$ cat src/hdl/adrs_pkg.sv
// Package for the alarm DTMF receiver sequencer: types, codes and reset values.
`default_nettype none

package adrs_pkg;

   // Register reset values and widths
   localparam logic [15:0] NUMBER_GAP_RESET     = 16'd1200;
   localparam logic [15:0] MESSAGE_GAP_RESET    = 16'd13000;
   localparam logic [9:0]  HANDSHAKE_TONE_RESET = 10'd100;
   localparam logic [9:0]  KISSOFF_PAUSE_RESET  = 10'd300;
   localparam logic [15:0] KISSOFF_RESET        = 16'd10000;

   localparam int CSR_DATA_W  = 16;
   localparam int CSR_INDEX_W = 3;

   localparam int DIGITS_PER_MESSAGE_DEFAULT = 16;
   localparam int MESSAGE_W = 64;

   // Decoder code that stands for digit zero
   localparam logic [3:0] DIGIT_ZERO_CODE = 4'd10;

   // Register indexes
   typedef enum logic [CSR_INDEX_W-1:0] {
      CSR_NUMBER_GAP     = 3'd0,
      CSR_MESSAGE_GAP    = 3'd1,
      CSR_HANDSHAKE_TONE = 3'd2,
      CSR_KISSOFF_PAUSE  = 3'd3,
      CSR_KISSOFF        = 3'd4
   } csr_index_type;

   // Protocol stage
   typedef enum logic [1:0] {
      ST_LISTEN    = 2'd0,
      ST_HANDSHAKE = 2'd1,
      ST_COLLECT   = 2'd2,
      ST_BUSY_OUT  = 2'd3
   } stage_type;

   // Timed busy phase
   typedef enum logic [2:0] {
      PH_IDLE    = 3'd0,
      PH_HS_LOW  = 3'd1,
      PH_HS_HIGH = 3'd2,
      PH_PAUSE   = 3'd3,
      PH_KISS    = 3'd4
   } phase_type;

   // Tone codes
   typedef enum logic [1:0] {
      TONE_SILENT = 2'd0,
      TONE_300    = 2'd1,
      TONE_1400   = 2'd2,
      TONE_2300   = 2'd3
   } tone_type;

   // Configuration register set
   typedef struct packed {
      logic [15:0] number_gap_ms;
      logic [15:0] message_gap_ms;
      logic [9:0]  handshake_tone_ms;
      logic [9:0]  kissoff_pause_ms;
      logic [15:0] kissoff_ms;
   } cfg_type;

   // One result transaction
   typedef struct packed {
      logic [1:0]           tone_select;
      logic                 digit_valid;
      logic [3:0]           digit_value;
      logic                 message_valid;
      logic [MESSAGE_W-1:0] message_digits;
      logic [1:0]           stage;
   } result_type;

endpackage

`default_nettype wire

$ cat src/hdl/adrs_csr.sv
// Configuration registers of the alarm DTMF receiver sequencer.
`default_nettype none

module adrs_csr (
   input  wire logic                              clock,
   input  wire logic                              reset,
   input  wire logic                              csr_write_en,
   input  wire logic [adrs_pkg::CSR_INDEX_W-1:0]  csr_index,
   input  wire logic [adrs_pkg::CSR_DATA_W-1:0]   csr_wdata,
   output adrs_pkg::cfg_type                      cfg
);

   adrs_pkg::cfg_type cfg_ff;

   // Register file; unknown indexes are dropped
   always_ff @(posedge clock) begin
      if (reset) begin
         cfg_ff.number_gap_ms     <= adrs_pkg::NUMBER_GAP_RESET;
         cfg_ff.message_gap_ms    <= adrs_pkg::MESSAGE_GAP_RESET;
         cfg_ff.handshake_tone_ms <= adrs_pkg::HANDSHAKE_TONE_RESET;
         cfg_ff.kissoff_pause_ms  <= adrs_pkg::KISSOFF_PAUSE_RESET;
         cfg_ff.kissoff_ms        <= adrs_pkg::KISSOFF_RESET;
      end else if (csr_write_en) begin
         case (adrs_pkg::csr_index_type'(csr_index))
            adrs_pkg::CSR_NUMBER_GAP:     cfg_ff.number_gap_ms     <= csr_wdata;
            adrs_pkg::CSR_MESSAGE_GAP:    cfg_ff.message_gap_ms    <= csr_wdata;
            adrs_pkg::CSR_HANDSHAKE_TONE: cfg_ff.handshake_tone_ms <= csr_wdata[9:0];
            adrs_pkg::CSR_KISSOFF_PAUSE:  cfg_ff.kissoff_pause_ms  <= csr_wdata[9:0];
            adrs_pkg::CSR_KISSOFF:        cfg_ff.kissoff_ms        <= csr_wdata;
            default: ;
         endcase
      end
   end

   assign cfg = cfg_ff;

endmodule

`default_nettype wire

$ cat src/hdl/adrs_seq.sv
// Sequencer state and the single-pass update logic for one decoder sample.
`default_nettype none

module adrs_seq #(
   parameter int DIGITS_PER_MESSAGE = adrs_pkg::DIGITS_PER_MESSAGE_DEFAULT
) (
   input  wire logic              clock,
   input  wire logic              reset,
   input  wire logic              step,
   input  wire logic              ms_tick,
   input  wire logic              tone_present,
   input  wire logic [3:0]        tone_code,
   input  wire adrs_pkg::cfg_type cfg,
   output adrs_pkg::result_type   result
);

   localparam int MSG_SHIFT = 4 * (16 - DIGITS_PER_MESSAGE);
   localparam logic [4:0] DIGITS_LAST = 5'(DIGITS_PER_MESSAGE);

   adrs_pkg::stage_type stage_ff, stage_in;
   adrs_pkg::phase_type phase_ff, phase_in;
   logic        armed_ff, armed_in;
   logic        ntmr_on_ff, ntmr_on_in;
   logic [15:0] ntmr_ff, ntmr_in;
   logic        mtmr_on_ff, mtmr_on_in;
   logic [15:0] mtmr_ff, mtmr_in;
   logic [4:0]  count_ff, count_in;
   logic [63:0] buf_ff, buf_in;
   logic [15:0] btmr_ff, btmr_in;

   logic        got, msg, reload_n, reload_m;
   logic [63:0] msg_bits;
   logic [1:0]  tone;
   logic [1:0]  stage_out;

   // Update for one sample, in decoder, busy, then timer order
   always_comb begin
      stage_in   = stage_ff;
      phase_in   = phase_ff;
      armed_in   = armed_ff;
      ntmr_on_in = ntmr_on_ff;
      ntmr_in    = ntmr_ff;
      mtmr_on_in = mtmr_on_ff;
      mtmr_in    = mtmr_ff;
      count_in   = count_ff;
      buf_in     = buf_ff;
      btmr_in    = btmr_ff;
      got        = 1'b0;
      msg        = 1'b0;
      reload_n   = 1'b0;
      reload_m   = 1'b0;
      msg_bits   = '0;

      if (phase_ff != adrs_pkg::PH_IDLE) begin
         // busy: decoder ignored, phase timer runs
         if (ms_tick) begin
            if (btmr_ff != 16'd0) btmr_in = btmr_ff - 16'd1;
            if (btmr_in == 16'd0) begin
               case (phase_ff)
                  adrs_pkg::PH_HS_LOW: begin
                     phase_in = adrs_pkg::PH_HS_HIGH;
                     btmr_in  = {6'd0, cfg.handshake_tone_ms};
                  end
                  adrs_pkg::PH_HS_HIGH: begin
                     phase_in = adrs_pkg::PH_IDLE;
                     stage_in = adrs_pkg::ST_COLLECT;
                  end
                  adrs_pkg::PH_PAUSE: begin
                     phase_in = adrs_pkg::PH_KISS;
                     btmr_in  = cfg.kissoff_ms;
                  end
                  default: phase_in = adrs_pkg::PH_IDLE;
               endcase
            end
         end
      end else begin
         // rising edge of tone-present with a nonzero code
         if (!tone_present) begin
            armed_in = 1'b1;
         end else if (armed_ff && tone_code != 4'd0) begin
            armed_in = 1'b0;
            got      = 1'b1;
         end
         if (got && stage_ff == adrs_pkg::ST_LISTEN) begin
            ntmr_on_in = 1'b1;
            ntmr_in    = cfg.number_gap_ms;
            reload_n   = 1'b1;
         end else if (got && stage_ff == adrs_pkg::ST_COLLECT) begin
            mtmr_on_in = 1'b1;
            mtmr_in    = cfg.message_gap_ms;
            reload_m   = 1'b1;
            buf_in     = {buf_ff[59:0],
                          (tone_code == adrs_pkg::DIGIT_ZERO_CODE) ? 4'd0 : tone_code};
            count_in   = count_ff + 5'd1;
            if (count_in >= DIGITS_LAST) begin
               msg      = 1'b1;
               msg_bits = buf_in << MSG_SHIFT;
               buf_in   = '0;
               count_in = '0;
               if (cfg.kissoff_pause_ms != 10'd0) begin
                  phase_in = adrs_pkg::PH_PAUSE;
                  btmr_in  = {6'd0, cfg.kissoff_pause_ms};
               end else begin
                  phase_in = adrs_pkg::PH_KISS;
                  btmr_in  = cfg.kissoff_ms;
               end
            end
         end
      end

      // number gap timer: fires once more than the gap has passed
      if (ntmr_on_ff && ms_tick && !reload_n) begin
         if (ntmr_ff == 16'd0) begin
            ntmr_on_in = 1'b0;
            stage_in   = adrs_pkg::ST_HANDSHAKE;
            phase_in   = adrs_pkg::PH_HS_LOW;
            btmr_in    = {6'd0, cfg.handshake_tone_ms};
         end else begin
            ntmr_in = ntmr_ff - 16'd1;
         end
      end

      // message gap timer: back to listen
      if (mtmr_on_ff && ms_tick && !reload_m) begin
         if (mtmr_ff == 16'd0) begin
            mtmr_on_in = 1'b0;
            stage_in   = adrs_pkg::ST_LISTEN;
         end else begin
            mtmr_in = mtmr_ff - 16'd1;
         end
      end
   end

   // Tone and visible stage from the updated state
   always_comb begin
      case (phase_in)
         adrs_pkg::PH_HS_LOW:  tone = adrs_pkg::TONE_1400;
         adrs_pkg::PH_HS_HIGH: tone = adrs_pkg::TONE_2300;
         adrs_pkg::PH_PAUSE:   tone = adrs_pkg::TONE_SILENT;
         adrs_pkg::PH_KISS:    tone = adrs_pkg::TONE_1400;
         default: tone = (stage_in == adrs_pkg::ST_LISTEN) ? adrs_pkg::TONE_300
                                                            : adrs_pkg::TONE_SILENT;
      endcase
      if (phase_in == adrs_pkg::PH_PAUSE || phase_in == adrs_pkg::PH_KISS) begin
         stage_out = adrs_pkg::ST_BUSY_OUT;
      end else begin
         stage_out = stage_in;
      end
   end

   assign result.tone_select    = tone;
   assign result.digit_valid    = got;
   assign result.digit_value    = got ? tone_code : 4'd0;
   assign result.message_valid  = msg;
   assign result.message_digits = msg_bits;
   assign result.stage          = stage_out;

   // State registers, advanced once per transaction
   always_ff @(posedge clock) begin
      if (reset) begin
         stage_ff   <= adrs_pkg::ST_LISTEN;
         phase_ff   <= adrs_pkg::PH_IDLE;
         armed_ff   <= 1'b1;
         ntmr_on_ff <= 1'b0;
         ntmr_ff    <= '0;
         mtmr_on_ff <= 1'b0;
         mtmr_ff    <= '0;
         count_ff   <= '0;
         buf_ff     <= '0;
         btmr_ff    <= '0;
      end else if (step) begin
         stage_ff   <= stage_in;
         phase_ff   <= phase_in;
         armed_ff   <= armed_in;
         ntmr_on_ff <= ntmr_on_in;
         ntmr_ff    <= ntmr_in;
         mtmr_on_ff <= mtmr_on_in;
         mtmr_ff    <= mtmr_in;
         count_ff   <= count_in;
         buf_ff     <= buf_in;
         btmr_ff    <= btmr_in;
      end
   end

endmodule

`default_nettype wire

$ cat src/hdl/alarm_dtmf_receiver_sequencer.sv
// Top level of the alarm DTMF receiver sequencer: input and result registers.
//
//   Channel  Direction  Handshake                  Payload
//   req      in         req_valid / req_ready      ms_tick, tone_present, tone_code
//   rsp      out        rsp_valid / rsp_ready      tone_select, digit_*, message_*, stage
//   csr      in         csr_write_en               csr_index, csr_wdata
//
// One transaction per cycle sustained while rsp_ready stays high; each sample goes input
// register -> update logic -> result register.
// Reset is synchronous and clears the valid flags of both registers and the sequencer state.
// A stalled result holds the input register; req_ready stays high while
// the result register is empty or being taken.
`default_nettype none

module alarm_dtmf_receiver_sequencer #(
   parameter int DIGITS_PER_MESSAGE = adrs_pkg::DIGITS_PER_MESSAGE_DEFAULT
) (
   input  wire logic                              clock,
   input  wire logic                              reset,
   input  wire logic                              req_valid,
   output logic                                   req_ready,
   input  wire logic                              req_ms_tick,
   input  wire logic                              req_tone_present,
   input  wire logic [3:0]                        req_tone_code,
   output logic                                   rsp_valid,
   input  wire logic                              rsp_ready,
   output logic [1:0]                             rsp_tone_select,
   output logic                                   rsp_digit_valid,
   output logic [3:0]                             rsp_digit_value,
   output logic                                   rsp_message_valid,
   output logic [adrs_pkg::MESSAGE_W-1:0]         rsp_message_digits,
   output logic [1:0]                             rsp_stage,
   input  wire logic                              csr_write_en,
   input  wire logic [adrs_pkg::CSR_INDEX_W-1:0]  csr_index,
   input  wire logic [adrs_pkg::CSR_DATA_W-1:0]   csr_wdata
);

   adrs_pkg::cfg_type    cfg;
   adrs_pkg::result_type result;
   adrs_pkg::result_type rsp_ff;

   logic       in_valid_ff;
   logic       in_tick_ff;
   logic       in_present_ff;
   logic [3:0] in_code_ff;
   logic       rsp_valid_ff;
   logic       advance;

   // Pipeline control
   assign advance   = in_valid_ff && (!rsp_valid_ff || rsp_ready);
   assign req_ready = !in_valid_ff || advance;

   adrs_csr u_csr (
      .clock        (clock),
      .reset        (reset),
      .csr_write_en (csr_write_en),
      .csr_index    (csr_index),
      .csr_wdata    (csr_wdata),
      .cfg          (cfg)
   );

   adrs_seq #(
      .DIGITS_PER_MESSAGE (DIGITS_PER_MESSAGE)
   ) u_seq (
      .clock        (clock),
      .reset        (reset),
      .step         (advance),
      .ms_tick      (in_tick_ff),
      .tone_present (in_present_ff),
      .tone_code    (in_code_ff),
      .cfg          (cfg),
      .result       (result)
   );

   // Input register
   always_ff @(posedge clock) begin
      if (reset) begin
         in_valid_ff <= 1'b0;
      end else if (req_ready) begin
         in_valid_ff <= req_valid;
      end
   end

   always_ff @(posedge clock) begin
      if (req_valid && req_ready) begin
         in_tick_ff    <= req_ms_tick;
         in_present_ff <= req_tone_present;
         in_code_ff    <= req_tone_code;
      end
   end

   // Result register
   always_ff @(posedge clock) begin
      if (reset) begin
         rsp_valid_ff <= 1'b0;
      end else if (advance) begin
         rsp_valid_ff <= 1'b1;
      end else if (rsp_ready) begin
         rsp_valid_ff <= 1'b0;
      end
   end

   always_ff @(posedge clock) begin
      if (advance) begin
         rsp_ff <= result;
      end
   end

   assign rsp_valid          = rsp_valid_ff;
   assign rsp_tone_select    = rsp_ff.tone_select;
   assign rsp_digit_valid    = rsp_ff.digit_valid;
   assign rsp_digit_value    = rsp_ff.digit_value;
   assign rsp_message_valid  = rsp_ff.message_valid;
   assign rsp_message_digits = rsp_ff.message_digits;
   assign rsp_stage          = rsp_ff.stage;

endmodule

`default_nettype wire

$ cat config.mk
export PLATFORM = sky130hd
export DESIGN_NAME = alarm_dtmf_receiver_sequencer
export DESIGN_NICKNAME = d
export VERILOG_FILES = /design/src/hdl/adrs_pkg.sv /design/src/hdl/adrs_csr.sv /design/src/hdl/adrs_seq.sv /design/src/hdl/alarm_dtmf_receiver_sequencer.sv
export SDC_FILE = /design/constraint.sdc
export NUM_CORES = 1
export LEC_CHECK = 0
export BUFFER_PORTS_ARGS = -buffer_cell sky130_fd_sc_hd__buf_2
export CAP_MARGIN = 20
export CELL_PAD_IN_SITES_DETAIL_PLACEMENT = 1
export CELL_PAD_IN_SITES_GLOBAL_PLACEMENT = 1
export CORE_UTILIZATION = 49
export CTS_CLUSTER_DIAMETER = 40
export DETAILED_ROUTE_END_ITERATION = 10
export PLACE_DENSITY_LB_ADDON = 0.1
export SYNTH_ARGS = -nofsm -noshare
export SYNTH_HDL_FRONTEND = slang
export SYNTH_SLANG_ARGS = --single-unit
$ cat constraint.sdc
create_clock -name clock -period 10.56 [get_ports clock]
set_input_delay 2.64 -clock clock [delete_from_list [all_inputs] [get_ports clock]]
set_output_delay 2.64 -clock clock [all_outputs]
set_load 0.01 [all_outputs]
Word-level counts from Yosys, hierarchy flattened
Index checks and enable logic that the tools add are counted.
{ "word_totals": {"reg_bits": 271, "latch_bits": 0, "ram_bits": 0, "rom_bits": 0, "inputBits": 30, "out_inout_bits": 76, "wordCells": 154, "mem_count": 0} }
{ "op_classes": {"n_addsub": 4, "mul": 0, "n_div": 0, "magnitude_cmp": 1, "eq_ne": 14, "n_shift": 0, "n_mux": 68, "bitwise_logic": 4, "reduce_logical": 37} }
{ "ops": {"columns": ["op", "count"], "rows": [
  ["16-bit 2-to-1 mux", 21],
  ["60-bit 2-to-1 mux", 1],
  ["16-bit logical NOT", 3],
  ["16-bit by 1-bit subtractor with 16-bit output, second input constant", 3],
  ["16-bit one-hot mux with 2 select lines", 1],
  ["3-bit 2-to-1 mux", 9],
  ["1-bit 2-to-1 mux", 24],
  ["3-bit by 2-bit equality test with 1-bit output, second input constant", 6],
  ["2-bit 2-to-1 mux", 8],
  ["16-bit nonzero test", 1],
  ["2-bit AND reduction", 5],
  ["10-bit nonzero test", 1],
  ["3-bit by 1-bit equality test with 1-bit output, second input constant", 3],
  ["1-bit logical AND", 9],
  ["3-bit equality test, second input constant", 2],
  ["2-bit one-hot mux with 3 select lines", 1],
  ["3-bit one-hot mux with 2 select lines", 1],
  ["5-bit by 1-bit adder with 5-bit output, second input constant", 1],
  ["5-bit greater-or-equal comparator, second input constant", 1],
  ["5-bit 2-to-1 mux", 1],
  ["4-bit equality test, second input constant", 1],
  ["1-bit logical NOT", 4],
  ["2-bit logical NOT", 2],
  ["4-bit 2-to-1 mux", 1],
  ["other kinds (13)", 18]
]} }

Longest topological paths before layout
Gate-level depths: netlist of the first run.
{ "logic_depth": {"ltp_word": 16, "depth_mapped": 12, "mapped_depth_nobuf": 10} }

Cells and area by module
A second synthesis of the first run with hierarchy kept.
{ "unflattened": {"cells_unflattened": 1386, "hier_area_um2": 12727.2} }
{ "by_module_without_submodules": {"columns": ["module", "n_inst", "cells_per_inst", "area_each_um2", "seq_area_each_um2"], "rows": [
  ["adrs_seq", 1, 1037, 7483.4, 2422.3],
  ["adrs_csr", 1, 259, 2737.6, 1361.3],
  ["alarm_dtmf_receiver_sequencer", 1, 90, 2506.2, 2442.3]
]} }

Worst setup path before layout of the first run
Ideal clock, no wire load.
{ "synth_path": {"path_type": "input to register", "start": "input port rsp_ready", "end": "register rsp_ff, in the netlist rsp_digit_valid, enable pin", "setup_ns": 0.467, "arrival_ns": 5.187, "t_required_ns": 10.093, "path_slack_ns": 4.905, "cell_stages": 4, "path_buffers": 1, "cell_sequence": "nor2b_1 -> nand2b_1 -> inv_2 -> clkbuf_1"} }
{ "synth_between": {"elab_chain_len": 2} }
{ "synth_rtl": {"columns": ["item", "line_no", "text"], "rows": [
  ["start, declared", "alarm_dtmf_receiver_sequencer.sv:26", "input wire logic rsp_ready,"],
  ["1-bit logical OR", "alarm_dtmf_receiver_sequencer.sv:50", "assign advance = in_valid_ff && (!rsp_valid_ff || rsp_ready);"],
  ["1-bit logical AND", "alarm_dtmf_receiver_sequencer.sv:50", null],
  ["named net advance", "alarm_dtmf_receiver_sequencer.sv:47", "logic advance;"],
  ["end signal, assigned", "alarm_dtmf_receiver_sequencer.sv:105", "rsp_ff <= result;"],
  ["end, declared", "alarm_dtmf_receiver_sequencer.sv:40", "adrs_pkg::result_type rsp_ff;"]
]} }
The timed path passes the listed nets, and every way through them passes these cells.
A chain may end at the register's enable or synchronous reset.

Final worst setup path of the first run
{ "layout_path": {"start": "input port rsp_ready", "end": "output port req_ready"} }
{ "layout_between": {"elab_chain_len": 3} }
{ "layout_rtl": {"columns": ["item", "line_no", "text"], "rows": [
  ["1-bit logical OR", "alarm_dtmf_receiver_sequencer.sv:50", null],
  ["1-bit logical AND", "alarm_dtmf_receiver_sequencer.sv:50", null],
  ["1-bit logical OR", "alarm_dtmf_receiver_sequencer.sv:51", "assign req_ready = !in_valid_ff || advance;"],
  ["end, declared", "alarm_dtmf_receiver_sequencer.sv:21", "output logic req_ready,"]
]} }
Every way passes these cells.

==> qor.yml, run 1 <==
run_status:
  status: "finished, final reports clean"
timing:
  finalSetupTns_ns: 0
  rsz0062_at_grt: "no"
  slew_headroom_pct: 31.6
  hold_violations: 0
  worst_pin_slew_ns: 1.02
  setup_viol: 0
  fmax_mhz: 169
  layout_worst_path_cycle_share_pct: 56.2
  clock_skew_ns: 0.0259
  fin_crit_ns: 5.93
  slew_violations: 0
finish:
  nets: 1501
  syn2layout_area_growth_pct: 14.6
  drive_gt1_share_pct: 15.4
  multiInputGateArea_sq_um: 5590
  utilization_pct: 57.9
  fillers: 2895
  regArea_sq_um: 6230
  diodes: 0
  stdcell_count: 1821
global_route:
  grt_first_pass_wirelength_um: 59000
  grt_max_degree: 121
  grt_overflow_total: 0
  grt_pass1_vias: 11100
  track_usage_pct: 28.2
  antenna_found_initial: 0
logic_synthesis:
  synth_cells: 1425
  synthArstFlopShare_pct: 0
  yosys_warnings: 0
  syn_area_sq_um: 12400
  synth_nets: 1459
  synth_cell_type_count: 83
  synth_edf_count: 80
  synth_flop_cell: "dfxtp_1"
  syn_avg_cell_area_sq_um: 8.73
  ys_ff_latch: 271
  ys_seq_area_share_pct: 50.1
critical_path:
  cp-end-kind: "primary output"
  crit_arrival_ns: 3.29
  crit_fanout: 4
  cp.required_ns: 7.92
  cp-start-kind: "input port"
  worst-setup-path-type: "input port to primary output"
die:
  io_pins: 106
  die_h_um: 161
  core_area_sq_um: 24600
  rows: 57
  die_w_um: 161
  start_util_pct: 50.5
  dieArea_sq_um: 26000
placed_design:
  hpwl_um: 23200
  portBuffers: 105
  dp.cells: 1749
  place_congestion: 0.841
route:
  top_layer: "met4"
  dr_wl_met2_um: 18200
  viasPerCell: 6.04
  wl_per_cell_um: 20.2
  wl_met3_um: 1770
  drt_iter0_markers: 889
  drc: 0
  dr.pass1.iters: 5
  wirelength_um: 36800
  ant_nets: 0
  wl_met1_um: 16000
  vias: 11000
cts:
  postCtsSetupBuffers: 0
  cts_sinks: 271
  holdBufCountCts: 0
  cts_resized: 0
  clockBufferDepth: 3
  clkSlewWorstSetupHoldPaths_ns: 0.05
  root_buffer: "clkbuf_16"
  cts_max_level: 2
  numCtsBuffers: 38
  cts_tree: "done"
  clk_latency_ns: 0.53
pwr:
  irDropWorstVdd_uv: 124
  power_density_nw_per_um2: 180
  p_total_mw: 2.57
  p_leak_nw: 5.18
hold_path:
  hold_class: "flop to flop"
run:
  maxCapViolCount: 0
[state kept, by name, summed over array words and instances, names as in the netlist, 2 cells and up]
register / cells
rsp_message_digits: 64
rsp_digit_value: 4
u_seq.count_ff: 5
u_seq.buf_ff: 60
u_csr.cfg: 68
u_seq.mtmr_ff: 16
in_code_ff: 4
u_seq.phase_ff: 3
u_seq.stage_ff: 2
rsp_tone_select: 2
u_seq.btmr_ff: 16
rsp_stage: 2
u_seq.ntmr_ff: 16
[routing by layer]
| metal | track usage [%] | up-vias |
|---|---|---|
| li1 | - | 5212 |
| met1 | 36.8 | 5425 |
| met2 | 48.3 | 299 |
| met3 | 3.88 | 70 |
| met4 | 8.66 | 0 |
| met5 | 0 | - |
[cell type report]
| cell class | count | area share [%] |
|---|---|---|
| clock buffer | 44 | 7.12 |
| clock inverter | 26 | 1.83 |
| inverter | 33 | 0.887 |
| multi-input combinational | 1005 | 39.2 |
| sequential | 271 | 43.7 |
| tap | 324 | 2.84 |
| timing repair buffer | 118 | 4.42 |
[power breakdown]
group	switching [mW]	leakage, nW	internal, mW
clock network	0.507	0.622	0.756
logic	0.121	2.30	0.0606
registers	0.0243	2.26	1.10
total	0.652	5.18	1.92
[Yosys cell counts (all sizes together), types with 5 or more instances]
master / number / share of area [%]
nand4: 14 / 0.75
nor4: 13 / 1.2
nor2: 75 / 2.3
inv: 33 / 1.0
a21o: 6 / 0.36
and3: 77 / 3.9
o32ai: 10 / 0.70
nand3b: 23 / 1.4
a221oi: 9 / 0.63
nand2: 262 / 7.9
edfxtp: 80 / 19
xor2: 8 / 0.56
a21oi: 180 / 7.2
a32oi: 5 / 0.41
a211oi: 27 / 1.8
nor3: 35 / 1.6
o22ai: 13 / 0.65
buf: 16 / 0.96
dfxtp: 191 / 31
clkbuf: 98 / 3.2
nor2b: 5 / 0.25
o31ai: 6 / 0.36
o21ai: 45 / 1.8
or3: 14 / 0.84
nand3: 92 / 3.7
o211ai: 5 / 0.30
mux2i: 10 / 0.81
or4: 7 / 0.51
[per-stage QoR]
step	cell area, sq um	setup slack (ns)	hold slack [ns]
2_1_floorplan	12400	4.91	0.427
3_3_place_gp	13000	4.76	0.434
3_5_place_dp	13000	4.70	0.449
4_1_cts	14200	4.61	0.457
5_1_grt	14300	4.56	0.467
6_report	14300	4.63	0.457
[cells in the final DEF, fill, tap and decap left out, types with 5 or more instances in the layout]
| master | count |
|---|---|
| nand2_1 | 261 |
| dfxtp_1 | 191 |
| xor2_1 | 7 |
| clkinv_4 | 6 |
| mux2i_1 | 10 |
| a211oi_1 | 23 |
| nand4_1 | 13 |
| nand3_1 | 91 |
| edfxtp_1 | 80 |
| buf_2 | 104 |
| o21ai_0 | 38 |
| a21o_1 | 6 |
| o21ai_1 | 7 |
| nor4_1 | 7 |
| nor3_1 | 31 |
| clkinv_2 | 6 |
| nand3b_1 | 23 |
| nor2_1 | 72 |
| o31ai_1 | 6 |
| inv_1 | 32 |
| o211ai_1 | 5 |
| o22ai_1 | 13 |
| a21oi_1 | 180 |
| clkbuf_16 | 39 |
| a221oi_1 | 9 |
| and3_1 | 75 |
| inv_6 | 6 |
| buf_4 | 13 |
| o32ai_1 | 10 |
| or3_1 | 10 |
| nor2b_1 | 5 |
[worst max-delay path: stages]
cell     delay, ns
buf_2         0.10
nor2b_1       0.25
nand2_1       0.14
buf_2         0.16
[final timing paths]
path | slack, ns | depth (start not counted) | endpoint | start
max | 4.63 | 4 | req_ready | rsp_ready
min | 0.46 | 2 | u_csr.cfg[60] | u_csr.cfg[60]
max reg2reg | 6.47 | 8 | u_seq.ntmr_ff[9] | in_code_ff[1]
min reg2reg | 0.46 | 2 | u_csr.cfg[60] | u_csr.cfg[60]
[kinds of logic after synthesis]
kind of cell | count (synthesis) | synth area share [%]
adder cells (fa/ha/maj) | 4 | 0.403
AND/OR/NAND/NOR | 634 | 25.4
flip-flops | 271 | 50.1
XOR/XNOR | 10 | 0.704
AO/OA/AOI/OAI | 345 | 17.1
multiplexers | 12 | 0.986
buffers and inverters | 149 | 5.32
Power figures use the tool's default switching activity.
==> run 2, diff against run 1 <==
CORE_UTILIZATION = 46   (was 49)
clock period = 5.8 ns   (was 10.56 ns; I/O delays follow)
==> qor.yml, run 2 (synthesis gave the netlist of run 1 again) <==
critical_path:
  cp.required_ns: 6.22
  crit_path_top_delay_cell: "a21oi_1"
  worstSetupEndpoint: "u_seq.mtmr_ff[4]"
  r2r-end: "u_seq.mtmr_ff[4]"
  crit_fanout: 18
  r2r_slack_ns: 1.65
  reg2reg_depth: 8
  crit_family: "compound AO/OA/AOI/OAI gates"
  worstPathCellList: "or4_1, and3_1, nand2_1, nand3_1, a21o_1, a21oi_1, o21ai_0, a221oi_1"
  crit_arrival_ns: 4.58
  crit_cells: 8
  crit_buf_inv: 0
  critical-path-max-stage-delay_ns: 0.94
  r2r_start: "in_code_ff[1]"
  cp-end-kind: "flop"
  worst-setup-path-type: "flop to flop"
  crit_path_start: "in_code_ff[1]"
  cp-start-kind: "flop"
die:
  start_util_pct: 47.3
  rows: 59
  die_h_um: 166
  die_w_um: 166
  dieArea_sq_um: 27700
  io_pins: 106
  core_area_sq_um: 26300
timing:
  layout_worst_path_cycle_share_pct: 71.6
  fmax_mhz: 241
  hold_violations: 0
  clock_skew_ns: 0.0217
  finalSetupTns_ns: 0
  setup_slack_ns: 1.65
  worst_pin_slew_ns: 1.12
  slew_headroom_pct: 25.5
  slew_violations: 0
  setup_viol: 0
  rsz0062_at_grt: "no"
  fin_crit_ns: 4.15
route:
  drt_iter0_markers: 846
  drc: 15
  wirelength_um: 37100
  dr.pass1.iters: 9
  ant_nets: 0
  wl_per_cell_um: 20.2
  vias: 10900
  viasPerCell: 5.94
run_status:
  status: "finished with violations"
  failed_checks: "DRC"
finish:
  nets: 1504
  layout_common_cells: "261 x nand2_1, 191 x dfxtp_1, 180 x a21oi_1"
  syn2layout_area_growth_pct: 15.5
  diodes: 0
  drive_gt1_share_pct: 15.5
  largest_reg_flops: 68
  final_common_cell: "nand2_1"
  stdcell_area_sq_um: 14400
placed_design:
  hpwl_um: 23400
  preCtsSetupSlack_ns: 1.71
  portBuffers: 105
  post_dp_cell_area_sq_um: 13000
  place_congestion: 0.866
cts:
  clkSlewWorstSetupHoldPaths_ns: 0.06
  holdBufCountCts: 0
  cts_max_level: 2
  cts_tree: "done"
  postCtsSetupBuffers: 0
  clockBufferDepth: 3
  root_buffer: "clkbuf_16"
  numCtsBuffers: 39
  cts_sinks: 271
  clk_latency_ns: 0.53
  cts_resized: 0
run:
  maxCapViolCount: 0
global_route:
  grt_first_pass_wirelength_um: 59800
  grt_pass1_vias: 11000
  grt_max_degree: 129
  track_usage_pct: 26.6
  grt_overflow_total: 0
  antenna_found_initial: 0
hold_path:
  hold_class: "flop to flop"
pwr:
  p_leak_nw: 5.24
  internal-power_mw: 3.64
  p_switching_mw: 1.18
  irDropWorstVdd_uv: 269
  pwr-share-clk_pct: 50.7
  pwr-share-comb_pct: 6.8
  seqPwrFrac_pct: 42.5
  switching_share_pct: 24.4
  power_density_nw_per_um2: 335
run 2: per-stage QoR:
stage | hold slack [ns] | power (mW) | util, % | std cells
detailed placement | 0.446 | 2.41 | 49.5 | 1763
floorplan | 0.427 | 2.30 | - | 1425
CTS | 0.452 | 4.84 | 54.6 | 1835
global route | 0.472 | 4.96 | 54.6 | 1836
global placement | 0.436 | 2.40 | 49.5 | 1763
finish | 0.451 | 4.81 | 54.6 | 1836
run 2: final cells by class:
class                           instances  area, sq um
Fill cell                            3075        11900
Sequential cell                       271         6230
Multi-Input combinational cell       1005         5590
Clock buffer                           49         1090
Timing Repair Buffer                  120          651
Tap cell                              335          419
Clock inverter                         23          263
Inverter                               33          126
run 2: power by group through the flow:
stage	registers [mW]	logic, mW	clock network (mW)
6_report	2.05	0.329	2.44
5_1_grt	2.05	0.361	2.55
4_1_cts	2.04	0.329	2.47
3_5_place_dp	2.08	0.327	0
3_3_place_gp	2.08	0.318	0
2_1_floorplan	2.08	0.217	0
run 2: worst reg2reg max path, stage by stage, from the launching register on:
cell and delay, ns:
edfxtp_1 0.44, or4_1 0.64, and3_1 0.24, nand2_1 0.51, nand3_1 0.31, a21o_1 0.40
a21oi_1 0.94, o21ai_0 0.23, a221oi_1 0.33
run 2: routing by layer:
| metal | track usage (%) | vias to the layer above | wire [um] |
|---|---|---|---|
| li1 | - | 5208 | - |
| met1 | 35.9 | 5398 | 17000 |
| met2 | 45.0 | 250 | 17800 |
| met3 | 3.28 | 55 | 1510 |
| met4 | 7.41 | 0 | 765 |
| met5 | 0 | - | 0 |
run 2: worst min-delay path by stage:
stage,cells after the start,end,start
global placement,1,u_seq.armed_ff,u_seq.armed_ff
finish,2,u_csr.cfg[61],u_csr.cfg[61]
detailed placement,2,u_csr.cfg[61],u_csr.cfg[61]
CTS,2,u_csr.cfg[61],u_csr.cfg[61]
global route,2,u_csr.cfg[52],u_csr.cfg[52]
floorplan,1,u_seq.armed_ff,u_seq.armed_ff
==> run 3, diff against run 2 <==
clock period = 4.12 ns   (was 5.8 ns; I/O delays follow)
==> qor.yml, run 3 (synthesis gave the netlist of run 1 again) <==
die:
  dieArea_sq_um: 27700
  die_h_um: 166
  rows: 59
  core_area_sq_um: 26300
  die_w_um: 166
  io_pins: 106
  start_util_pct: 47.3
global_route:
  grt_max_degree: 116
  antenna_found_initial: 0
  grt_overflow_total: 0
  track_usage_pct: 26.6
  grt_pass1_vias: 11100
  grt_first_pass_wirelength_um: 59700
finish:
  nets: 1517
  stdcell_count: 1849
  largest_reg_flops: 68
  fillers: 3066
  diodes: 0
  final_common_cell: "nand2_1"
  regArea_sq_um: 6230
  drive_gt1_share_pct: 15.9
  syn2layout_area_growth_pct: 16.3
  multiInputGateArea_sq_um: 5590
  layout_common_cells: "261 x nand2_1, 191 x dfxtp_1, 180 x a21oi_1"
  utilization_pct: 55.0
route:
  vias: 11100
  viasPerCell: 6.00
  wl_per_cell_um: 20.3
  ant_nets: 0
  drc: 15
  wirelength_um: 37500
  drt_iter0_markers: 913
  dr.pass1.iters: 9
critical_path:
  cp-start-kind: "flop"
  crit_path_start: "u_seq.btmr_ff[0]"
  worstSetupEndpoint: "u_seq.btmr_ff[7]"
  cp-end-kind: "flop"
  crit_fanout: 11
  cp.required_ns: 4.51
  r2r_slack_ns: 0.66
  reg2reg_depth: 11
  crit_arrival_ns: 3.85
  r2r_start: "u_seq.btmr_ff[0]"
  worst-setup-path-type: "flop to flop"
  r2r-end: "u_seq.btmr_ff[7]"
cts:
  cts_max_level: 2
  holdBufCountCts: 0
  postCtsSetupBuffers: 0
  clockBufferDepth: 3
  numCtsBuffers: 40
  clk_latency_ns: 0.54
  root_buffer: "clkbuf_16"
  clkSlewWorstSetupHoldPaths_ns: 0.05
  cts_resized: 0
  cts_tree: "done"
  cts_sinks: 271
timing:
  fin_crit_ns: 3.46
  slew_violations: 0
  rsz0062_at_grt: "no"
  hold_violations: 0
  fmax_mhz: 289
  slew_headroom_pct: 28.7
  layout_worst_path_cycle_share_pct: 84.0
  worst_pin_slew_ns: 1.07
  setup_viol: 0
  clock_skew_ns: 0.0309
  finalSetupTns_ns: 0
run:
  maxCapViolCount: 0
hold_path:
  hold_class: "flop to flop"
  hold_depth: 2
  min-delay-start: "u_seq.buf_ff[58]"
pwr:
  irDropWorstVdd_uv: 239
  power_density_nw_per_um2: 467
  p_leak_nw: 5.29
run_status:
  status: "finished with violations"
  failed_checks: "DRC"
placed_design:
  hpwl_um: 24200
  dp.cells: 1775
  portBuffers: 105
  place_congestion: 0.936
[run 3: critical path: stages (launching register included)]
cell	delay, ns
dfxtp_1	0.54
inv_1	0.13
ha_1	0.32
nor2b_1	0.19
and3_2	0.23
a221o_2	0.35
a211oi_2	0.25
nand4_1	0.40
buf_4	0.31
o21ai_1	0.13
a311oi_1	0.10
a2111oi_0	0.38
[run 3: power by group]
group	internal, mW	switching [mW]
logic	0.160	0.310
registers	2.82	0.0590
clock network	2.13	1.28
[run 3: per-stage QoR]
step	total power, mW	area [sq um]	hold slack (ns)	setup WS [ns]
2_1_floorplan	3.23	12400	0.427	0.0755
5_1_grt	6.97	14500	0.459	0.369
6_report	6.76	14500	0.446	0.659
3_5_place_dp	3.40	13100	0.440	0.687
3_3_place_gp	3.38	13100	0.435	0.819
4_1_cts	6.79	14500	0.447	0.682
[run 3: routing by layer]
metal  track usage (%)  vias to the layer above  wire [um]
li1                  -                     5252          -
met1              35.2                     5454      17000
met2              44.2                      315      17600
met3              4.59                       64       1910
met4              8.74                        0        974
met5                 0                        -          0
[run 3: how the worst min path moves through the flow]
stage	endpoint	slack, ns
floorplan	u_seq.armed_ff	0.43
global placement	u_seq.armed_ff	0.44
detailed placement	u_seq.buf_ff[58]	0.44
CTS	u_seq.buf_ff[58]	0.45
global route	u_seq.buf_ff[57]	0.46
finish	u_seq.buf_ff[58]	0.45
[run 3: cell type report]
type / count / area share, %
Inverter: 33 / 0.874
Clock buffer: 52 / 7.51
Timing Repair Buffer: 132 / 5.25
Sequential cell: 271 / 43.1
Clock inverter: 21 / 1.77
Multi-Input combinational cell: 1005 / 38.6
Tap cell: 335 / 2.90
